--- config.mk ---
export PLATFORM = sky130hd
export DESIGN_NAME = quoted_token_splitter_core
export DESIGN_NICKNAME = d
export VERILOG_FILES = /design/src/rtl/core/qts_pkg.sv /design/src/rtl/core/qts_front.sv /design/src/rtl/core/qts_queue.sv /design/src/rtl/core/qts_back.sv /design/src/rtl/core/quoted_token_splitter_core.sv
export SDC_FILE = /design/constraint.sdc
export NUM_CORES = 1
export LEC_CHECK = 0
export ABC_CLOCK_PERIOD_IN_PS = 19700
export BUFFER_PORTS_ARGS = -buffer_cell sky130_fd_sc_hd__buf_2
export CORE_UTILIZATION = 65
export CTS_CLUSTER_SIZE = 8
export DETAILED_ROUTE_END_ITERATION = 10
export GPL_ROUTABILITY_DRIVEN = 0
export PLACE_DENSITY = 0.83
export SLEW_MARGIN = 15
export SYNTH_ARGS = -nofsm -noshare
export SYNTH_HDL_FRONTEND = slang
export SYNTH_SLANG_ARGS = --single-unit
--- constraint.sdc ---
create_clock -name i_clk -period 19.7 [get_ports i_clk]
set_input_delay 3.94 -clock i_clk [delete_from_list [all_inputs] [get_ports i_clk]]
set_output_delay 3.94 -clock i_clk [all_outputs]
set_load 0.005 [all_outputs]
--- src/rtl/core/qts_pkg.sv ---
package qts_pkg;

    localparam int LENGTH_BITS = 10;
    localparam int CFG_WIDTH   = 10;

    localparam logic [31:0] MAX_RESET = 32'd255 & ((32'd1 << LENGTH_BITS) - 32'd1);

    localparam int QUEUE_AW    = 1;
    localparam int QUEUE_DEPTH = 1 << QUEUE_AW;

    localparam logic [7:0] CH_NUL       = 8'h00;
    localparam logic [7:0] CH_TAB       = 8'h09;
    localparam logic [7:0] CH_LF        = 8'h0A;
    localparam logic [7:0] CH_VT        = 8'h0B;
    localparam logic [7:0] CH_FF        = 8'h0C;
    localparam logic [7:0] CH_CR        = 8'h0D;
    localparam logic [7:0] CH_SPACE     = 8'h20;
    localparam logic [7:0] CH_QUOTE     = 8'h22;
    localparam logic [7:0] CH_BACKSLASH = 8'h5C;

    typedef struct packed {
        logic [7:0] data;
        logic       is_end;
        logic       trunc;
    } t_result;

    // results caused by one input byte, in order
    typedef struct packed {
        logic    two;
        t_result r0;
        t_result r1;
    } t_record;

    typedef struct packed {
        logic full;
        logic empty;
    } t_queue_status;

endpackage

--- src/rtl/core/qts_front.sv ---
module qts_front (
    input  logic                           i_clk,
    input  logic                           i_rst_n,
    input  logic                           i_cfg_valid,
    input  logic [qts_pkg::CFG_WIDTH-1:0]  i_cfg_data,
    input  logic                           i_valid,
    input  logic [7:0]                     i_char,
    input  qts_pkg::t_queue_status         i_q_status,
    output logic                           o_ready,
    output logic                           o_push,
    output qts_pkg::t_record               o_rec
);

    typedef enum logic [1:0] {
        MODE_IDLE   = 2'd0,
        MODE_PLAIN  = 2'd1,
        MODE_QUOTED = 2'd2,
        MODE_UNUSED = 2'd3
    } t_mode;

    localparam int LB = qts_pkg::LENGTH_BITS;

    t_mode          r_mode, n_mode;
    logic           r_bs, n_bs;
    logic [LB-1:0]  r_cnt, n_cnt;
    logic           r_drop, n_drop;
    logic [LB-1:0]  r_max;

    logic [31:0]    cfg_ext;
    logic           accept;
    logic           is_ws, is_zero, in_token;
    logic           emit_a, emit_b, end_mark, ok_a, ok_b;
    logic [7:0]     byte_a;
    logic [LB-1:0]  cnt0, cnt1, cnt2;
    logic           drop0, drop1, drop2;
    qts_pkg::t_result res_a, res_b, res_e;
    qts_pkg::t_record rec;
    logic           any;

    assign cfg_ext = 32'(i_cfg_data);
    assign o_ready = !i_q_status.full;
    assign accept  = i_valid && o_ready;

    always_comb begin
        is_zero  = (i_char == qts_pkg::CH_NUL);
        is_ws    = (i_char == qts_pkg::CH_SPACE) || (i_char == qts_pkg::CH_TAB)
                || (i_char == qts_pkg::CH_LF) || (i_char == qts_pkg::CH_VT)
                || (i_char == qts_pkg::CH_FF) || (i_char == qts_pkg::CH_CR);
        in_token = (r_mode == MODE_PLAIN) || (r_mode == MODE_QUOTED);

        n_mode   = r_mode;
        n_bs     = r_bs;
        emit_a   = 1'b0;
        byte_a   = i_char;
        emit_b   = 1'b0;
        end_mark = 1'b0;
        cnt0     = r_cnt;
        drop0    = r_drop;

        if (!in_token) begin
            n_mode = MODE_IDLE;
            n_bs   = 1'b0;
            if (!(is_zero || is_ws)) begin
                cnt0  = '0;
                drop0 = 1'b0;
                if (i_char == qts_pkg::CH_QUOTE) begin
                    n_mode = MODE_QUOTED;
                end else begin
                    n_mode = MODE_PLAIN;
                    if (i_char == qts_pkg::CH_BACKSLASH) begin
                        n_bs = 1'b1;
                    end else begin
                        emit_a = 1'b1;
                    end
                end
            end
        end else begin
            if (r_bs && i_char == qts_pkg::CH_QUOTE) begin
                n_bs   = 1'b0;
                emit_a = 1'b1;
            end else begin
                if (r_bs) begin
                    n_bs   = 1'b0;
                    emit_a = 1'b1;
                    byte_a = qts_pkg::CH_BACKSLASH;
                end
                if (r_mode == MODE_QUOTED) begin
                    end_mark = is_zero || (i_char == qts_pkg::CH_QUOTE);
                end else begin
                    end_mark = is_zero || is_ws;
                end
                if (!end_mark) begin
                    if (i_char == qts_pkg::CH_BACKSLASH) begin
                        n_bs = 1'b1;
                    end else if (r_bs) begin
                        emit_b = 1'b1;
                    end else begin
                        emit_a = 1'b1;
                    end
                end
            end
        end

        // length limit applied to each emitted byte in turn
        ok_a  = emit_a && (cnt0 < r_max);
        cnt1  = ok_a ? cnt0 + LB'(1) : cnt0;
        drop1 = drop0 | (emit_a & !ok_a);
        ok_b  = emit_b && (cnt1 < r_max);
        cnt2  = ok_b ? cnt1 + LB'(1) : cnt1;
        drop2 = drop1 | (emit_b & !ok_b);

        if (end_mark) begin
            n_mode = MODE_IDLE;
            n_bs   = 1'b0;
            n_cnt  = '0;
            n_drop = 1'b0;
        end else begin
            n_cnt  = cnt2;
            n_drop = drop2;
        end

        res_a = '{data: byte_a, is_end: 1'b0, trunc: 1'b0};
        res_b = '{data: i_char, is_end: 1'b0, trunc: 1'b0};
        res_e = '{data: 8'h00, is_end: 1'b1, trunc: drop2};

        rec.two = 1'b0;
        rec.r0  = res_a;
        rec.r1  = res_e;
        any     = 1'b1;
        if (ok_a && ok_b) begin
            rec.two = 1'b1;
            rec.r1  = res_b;
        end else if (ok_a && end_mark) begin
            rec.two = 1'b1;
        end else if (ok_a) begin
            rec.r0 = res_a;
        end else if (ok_b) begin
            rec.r0 = res_b;
        end else if (end_mark) begin
            rec.r0 = res_e;
        end else begin
            any = 1'b0;
        end
    end

    assign o_push = accept && any;
    assign o_rec  = rec;

    always_ff @(posedge i_clk) begin
        if (!i_rst_n) begin
            r_mode <= MODE_IDLE;
            r_bs   <= 1'b0;
            r_cnt  <= '0;
            r_drop <= 1'b0;
            r_max  <= qts_pkg::MAX_RESET[LB-1:0];
        end else begin
            if (accept) begin
                r_mode <= n_mode;
                r_bs   <= n_bs;
                r_cnt  <= n_cnt;
                r_drop <= n_drop;
            end
            if (i_cfg_valid) begin
                r_max <= cfg_ext[LB-1:0];
            end
        end
    end

endmodule

--- src/rtl/core/qts_queue.sv ---
module qts_queue (
    input  logic                   i_clk,
    input  logic                   i_rst_n,
    input  logic                   i_push,
    input  qts_pkg::t_record       i_rec,
    input  logic                   i_pop,
    output qts_pkg::t_record       o_head,
    output qts_pkg::t_queue_status o_status
);

    localparam int AW = qts_pkg::QUEUE_AW;
    localparam int DEPTH = qts_pkg::QUEUE_DEPTH;

    qts_pkg::t_record r_mem [DEPTH];
    logic [AW-1:0]    r_wr_ptr, r_rd_ptr;
    logic [AW:0]      r_count;

    assign o_status.full  = (r_count == (AW+1)'(DEPTH));
    assign o_status.empty = (r_count == '0);
    assign o_head         = r_mem[r_rd_ptr];

    always_ff @(posedge i_clk) begin
        if (i_push) begin
            r_mem[r_wr_ptr] <= i_rec;
        end
    end

    always_ff @(posedge i_clk) begin
        if (!i_rst_n) begin
            r_wr_ptr <= '0;
            r_rd_ptr <= '0;
            r_count  <= '0;
        end else begin
            if (i_push) begin
                r_wr_ptr <= r_wr_ptr + AW'(1);
            end
            if (i_pop) begin
                r_rd_ptr <= r_rd_ptr + AW'(1);
            end
            if (i_push && !i_pop) begin
                r_count <= r_count + (AW+1)'(1);
            end else if (i_pop && !i_push) begin
                r_count <= r_count - (AW+1)'(1);
            end
        end
    end

endmodule

--- src/rtl/core/qts_back.sv ---
module qts_back (
    input  logic                   i_clk,
    input  logic                   i_rst_n,
    input  qts_pkg::t_record       i_head,
    input  qts_pkg::t_queue_status i_q_status,
    output logic                   o_pop,
    input  logic                   i_ready,
    output logic                   o_valid,
    output qts_pkg::t_result       o_res,
    output logic                   o_last
);

    logic             r_valid;
    qts_pkg::t_result r_res;
    logic             r_last;
    logic             r_second, n_second;
    logic             load;
    qts_pkg::t_result n_res;
    logic             n_last;

    always_comb begin
        load     = (!r_valid || i_ready) && !i_q_status.empty;
        n_second = r_second;
        o_pop    = 1'b0;
        if (r_second) begin
            n_res  = i_head.r1;
            n_last = 1'b1;
        end else begin
            n_res  = i_head.r0;
            n_last = !i_head.two;
        end
        if (load) begin
            if (r_second || !i_head.two) begin
                o_pop    = 1'b1;
                n_second = 1'b0;
            end else begin
                n_second = 1'b1;
            end
        end
    end

    always_ff @(posedge i_clk) begin
        if (!i_rst_n) begin
            r_valid  <= 1'b0;
            r_second <= 1'b0;
        end else begin
            r_second <= n_second;
            if (load) begin
                r_valid <= 1'b1;
            end else if (i_ready) begin
                r_valid <= 1'b0;
            end
        end
    end

    always_ff @(posedge i_clk) begin
        if (load) begin
            r_res  <= n_res;
            r_last <= n_last;
        end
    end

    assign o_valid = r_valid;
    assign o_res   = r_res;
    assign o_last  = r_last;

endmodule

--- src/rtl/core/quoted_token_splitter_core.sv ---
// Byte-stream tokenizer: one text byte per transfer on i_char_in, token bytes and end markers
// out, one result per transfer. A byte is taken every cycle while the two-entry result queue
// has room; a byte that yields two results (a held backslash plus the next byte or an end
// marker) is put out as two transfers, so the sustained rate is one byte per cycle unless such
// pairs or output stalls fill the queue. Results pass through the queue and an output register.
// max_token_length may only be written while no byte is in flight.
module quoted_token_splitter_core (
    input  logic                           i_clk,
    input  logic                           i_rst_n,
    input  logic                           i_cfg_valid,
    output logic                           o_cfg_ready,
    input  logic [qts_pkg::CFG_WIDTH-1:0]  i_cfg_max_token_length,
    input  logic                           i_valid,
    output logic                           o_ready,
    input  logic [7:0]                     i_char_in,
    output logic                           o_valid,
    input  logic                           i_ready,
    output logic [7:0]                     o_out_byte,
    output logic                           o_is_end,
    output logic                           o_was_truncated,
    output logic                           o_last_of_item
);

    logic                   push, pop;
    qts_pkg::t_record       rec, head;
    qts_pkg::t_queue_status q_status;
    qts_pkg::t_result       res;

    assign o_cfg_ready = 1'b1;

    qts_front u_front (
        .i_clk      (i_clk),
        .i_rst_n    (i_rst_n),
        .i_cfg_valid(i_cfg_valid),
        .i_cfg_data (i_cfg_max_token_length),
        .i_valid    (i_valid),
        .i_char     (i_char_in),
        .i_q_status (q_status),
        .o_ready    (o_ready),
        .o_push     (push),
        .o_rec      (rec)
    );

    qts_queue u_queue (
        .i_clk   (i_clk),
        .i_rst_n (i_rst_n),
        .i_push  (push),
        .i_rec   (rec),
        .i_pop   (pop),
        .o_head  (head),
        .o_status(q_status)
    );

    qts_back u_back (
        .i_clk     (i_clk),
        .i_rst_n   (i_rst_n),
        .i_head    (head),
        .i_q_status(q_status),
        .o_pop     (pop),
        .i_ready   (i_ready),
        .o_valid   (o_valid),
        .o_res     (res),
        .o_last    (o_last_of_item)
    );

    assign o_out_byte      = res.data;
    assign o_is_end        = res.is_end;
    assign o_was_truncated = res.trunc;

endmodule

==> flow_metrics.tcl <==
set metrics [dict create \
    cts_htree_levels 3 \
    clkLatencyLatePin_ns 0.36 \
    run_status "complete, no violations" \
    pwrdens_nw_per_um2 94.43 \
    number_of_antenna_violations_at_the_first_check_in_global_routing 0 \
    cts_buffers 9 \
    synth.lib_cells_used.distinct 63 \
    die_width_um 85.17 \
    layout.nets 489 \
    crit_required_ns 19.68 \
    timing.setup.tns_ns 0 \
    post-cts-setup-buffer-count 0 \
    antennaDiodeCount 0 \
    drc 0 \
    tritoncts "done" \
    cts_max_path_buffers 2 \
    synth-edff-count 53 \
    dieArea_um2 7253 \
    numClockSinks 84 \
    hold_path_class "reg -> reg" \
    power.static_leakage_nw 1.974 \
    design.core.area_um2 6495 \
    total_of_warnings_raised_by_yosys 0 \
    max_slew.worst_pin.slew_ns 1.073 \
    clkSlewWorstSetupHoldPaths_ns 0.08 \
    critPathLaunchType "input pin" \
    grt_pass1_wl_um 15620 \
    ant_nets 0 \
    seq_area_frac_synth 0.4921 \
    layout-area-overhead-vs-synth_pct 8.266 \
    start_util 0.6922 \
    ys_seq_elements 84 \
    post_cts_hold_buffer_count 0 \
    synthArstFlopShare 0 \
    synthCells 415 \
    finalHoldViolCount 0 \
    first_iter_violations 260 \
    synth-main-ff-cell "sky130_fd_sc_hd__edfxtp_1" \
    detailed_place_hpwl_um 6859 \
    max_cap_viol_count 0 \
    syn_avg_cell_area_um2 10.83 \
    min_period_over_period 0.5176 \
    worstPathMaxFanout 23 \
    ioPinCount 37 \
    cts-root-buf "sky130_fd_sc_hd__clkbuf_8" \
    ir_worst_vdd_v 0.00004669 \
    detail_route.wirelength_um 9451 \
    vias_per_cell 6.356 \
    timing.slew.headroom 0.2827 \
    grt_residual_overflow 0 \
    die-height_um 85.17 \
    portBuffers 35 \
    post_cts_resize_count 0 \
    post_synth_instance_area_um2 4496 \
    vias_in_the_first_global_route 3325 \
    setup_repair_after_global_routing_missed_its_margin "false" \
    floorplan.rows 29 \
    dpl.cell_count 510 \
    post_drt_wl_per_cell_um 17.97 \
    track_usage 0.2835 \
    worst-endpoint-arrival_ns 10.18 \
    timing.critical_path.to_type "flop" \
    share_of_cells_above_drive_strength_1 0.1626 \
    layoutNonFillerInstCount 526 \
    syn_nets 460 \
    dr.pass1.iters 7 \
    fmaxAchievable_mhz 98.08 \
    num_vias 3343 \
    report.final.slew_viol_count 0 \
    finClkSkew_ns 0.008339 \
    min_clock_period_post_route_ns 10.20 \
    grt_max_degree 26 \
    setup.worst_path.class "in -> reg" \
    timing.final.setup_violations 0 \
]
[sequential cells by signal (all words and copies together), names as in the netlist, named ones only]
name / count
u_queue.r_mem: 42
u_back.o_res: 10
u_front.r_cnt: 10
u_front.r_max: 10
u_front.r_mode: 2
u_queue.r_count: 2
u_back.o_last: 1
u_back.o_valid: 1
u_back.r_second: 1
u_front.r_bs: 1
u_front.r_drop: 1
u_queue.r_rd_ptr: 1
u_queue.r_wr_ptr: 1
[per-layer routing]
layer	part of all wire	track usage
met1	0.41	0.3355
met5	0	0
met4	0.047	0.1834
met3	0.053	0.06712
met2	0.49	0.4655
[power by group]
part           leakage, nW  internal [mW]  total [mW]  switching (mW)
clock               0.0837         0.0462       0.109          0.0633
combinational         1.14         0.0498       0.106          0.0565
sequential           0.749          0.226       0.244          0.0180
total                 1.97          0.322       0.460           0.138
[cells in the mapped netlist, types with 6 or more instances]
cell / number / area share
sky130_fd_sc_hd__o211ai_1: 11 / 0.018
sky130_fd_sc_hd__mux4_2: 10 / 0.050
sky130_fd_sc_hd__o21ai_0: 12 / 0.013
sky130_fd_sc_hd__xnor2_1: 10 / 0.019
sky130_fd_sc_hd__mux2i_1: 6 / 0.013
sky130_fd_sc_hd__and3_1: 11 / 0.015
sky130_fd_sc_hd__dfxtp_1: 31 / 0.14
sky130_fd_sc_hd__nor2_1: 27 / 0.023
sky130_fd_sc_hd__inv_1: 22 / 0.018
sky130_fd_sc_hd__clkbuf_1: 12 / 0.010
sky130_fd_sc_hd__and2_1: 15 / 0.021
sky130_fd_sc_hd__nor3_1: 8 / 0.0089
sky130_fd_sc_hd__ha_1: 22 / 0.061
sky130_fd_sc_hd__nor2b_1: 13 / 0.018
sky130_fd_sc_hd__a22o_1: 7 / 0.014
sky130_fd_sc_hd__nand2_1: 39 / 0.033
sky130_fd_sc_hd__nand3_1: 8 / 0.0089
sky130_fd_sc_hd__a21oi_1: 12 / 0.013
sky130_fd_sc_hd__nand4_1: 11 / 0.015
sky130_fd_sc_hd__edfxtp_1: 53 / 0.35
[path summary, 6_finish.rpt]
kind	from	endpoint	slack, ns	cells after the start
worst max-delay path	i_char_in[6]	u_queue.r_mem[1][10]	9.50	22
worst min register to register	u_queue.r_wr_ptr	u_queue.r_wr_ptr	0.52	2
worst max register to register	u_front.r_mode[0]	u_queue.r_mem[1][10]	12.95	22
worst min-delay path	u_queue.r_wr_ptr	u_queue.r_wr_ptr	0.52	2
[final cells by class]
type                       count  area, um^2
multi-input combinational    291        2120
inverter                      22       82.58
sequential                    84        2212
clock buffer                   9       123.9
clock inverter                 7       50.05
fill                         460        1628
tap                           77       96.34
timing repair buffer          36       182.7
[cell usage in the layout (no fill, tap or decap), types with 5 or more instances in the layout]
cell type                  count
sky130_fd_sc_hd__nand2_1      39
sky130_fd_sc_hd__o211ai_1     11
sky130_fd_sc_hd__and3_1       11
sky130_fd_sc_hd__a22o_1        7
sky130_fd_sc_hd__buf_2        35
sky130_fd_sc_hd__or3_1         5
sky130_fd_sc_hd__xnor2_1      10
sky130_fd_sc_hd__nor2b_1      13
sky130_fd_sc_hd__nand2b_1      5
sky130_fd_sc_hd__clkbuf_8      9
sky130_fd_sc_hd__nor2_1       27
sky130_fd_sc_hd__ha_1         22
sky130_fd_sc_hd__and2_1       15
sky130_fd_sc_hd__nor3_1        7
sky130_fd_sc_hd__mux4_2       10
sky130_fd_sc_hd__a21oi_1      12
sky130_fd_sc_hd__edfxtp_1     53
sky130_fd_sc_hd__dfxtp_1      31
sky130_fd_sc_hd__nand4_1      11
sky130_fd_sc_hd__nand3_1       8
sky130_fd_sc_hd__o21ai_0      12
sky130_fd_sc_hd__mux2i_1       6
sky130_fd_sc_hd__inv_1        22
[worst max-delay path: stages]
cell and delay [ns]:
sky130_fd_sc_hd__buf_2 0.12, sky130_fd_sc_hd__or4_4 0.55, sky130_fd_sc_hd__o21a_4 0.23, sky130_fd_sc_hd__nand2_1 0.33
sky130_fd_sc_hd__nand2_1 0.17, sky130_fd_sc_hd__inv_1 0.08, sky130_fd_sc_hd__ha_1 0.23, sky130_fd_sc_hd__and3_1 0.19
sky130_fd_sc_hd__o211ai_1 0.21, sky130_fd_sc_hd__o211ai_1 0.14, sky130_fd_sc_hd__nor2_1 0.56, sky130_fd_sc_hd__nand4_1 0.25
sky130_fd_sc_hd__xnor2_1 0.39, sky130_fd_sc_hd__ha_1 0.32, sky130_fd_sc_hd__and3_1 0.20, sky130_fd_sc_hd__a221oi_1 0.33
sky130_fd_sc_hd__o211ai_1 0.16, sky130_fd_sc_hd__nor2_1 0.11, sky130_fd_sc_hd__a31o_2 0.47, sky130_fd_sc_hd__nor3_1 0.16
sky130_fd_sc_hd__nor2_1 0.23, sky130_fd_sc_hd__and2_1 0.79
[logic make-up after synthesis]
family,after synthesis,synth area share
compound gates,78,0.1280
xor+xnor,13,0.02533
fa+ha+maj,22,0.06123
buf+inv,40,0.03757
flops,84,0.4921
mux,18,0.06847
other cells,1,0.0008342
simple gates,159,0.1865
[through the flow]
step | worst slack [ns] | instance area [um^2] | hold WS [ns] | utilization | power (mW)
after global routing | 9.027 | 4867 | 0.5436 | 0.7494 | 0.4839
after CTS | 9.618 | 4867 | 0.5178 | 0.7494 | 0.4631
after detailed placement | 9.243 | 4693 | 0.5022 | 0.7226 | 0.3554
after floorplan | 9.421 | 4496 | 0.4499 | - | 0.3211
after global placement | 9.489 | 4693 | 0.4733 | 0.7226 | 0.3509
final | 9.504 | 4867 | 0.5180 | 0.7494 | 0.4596
(Power assumes the default switching activity.)
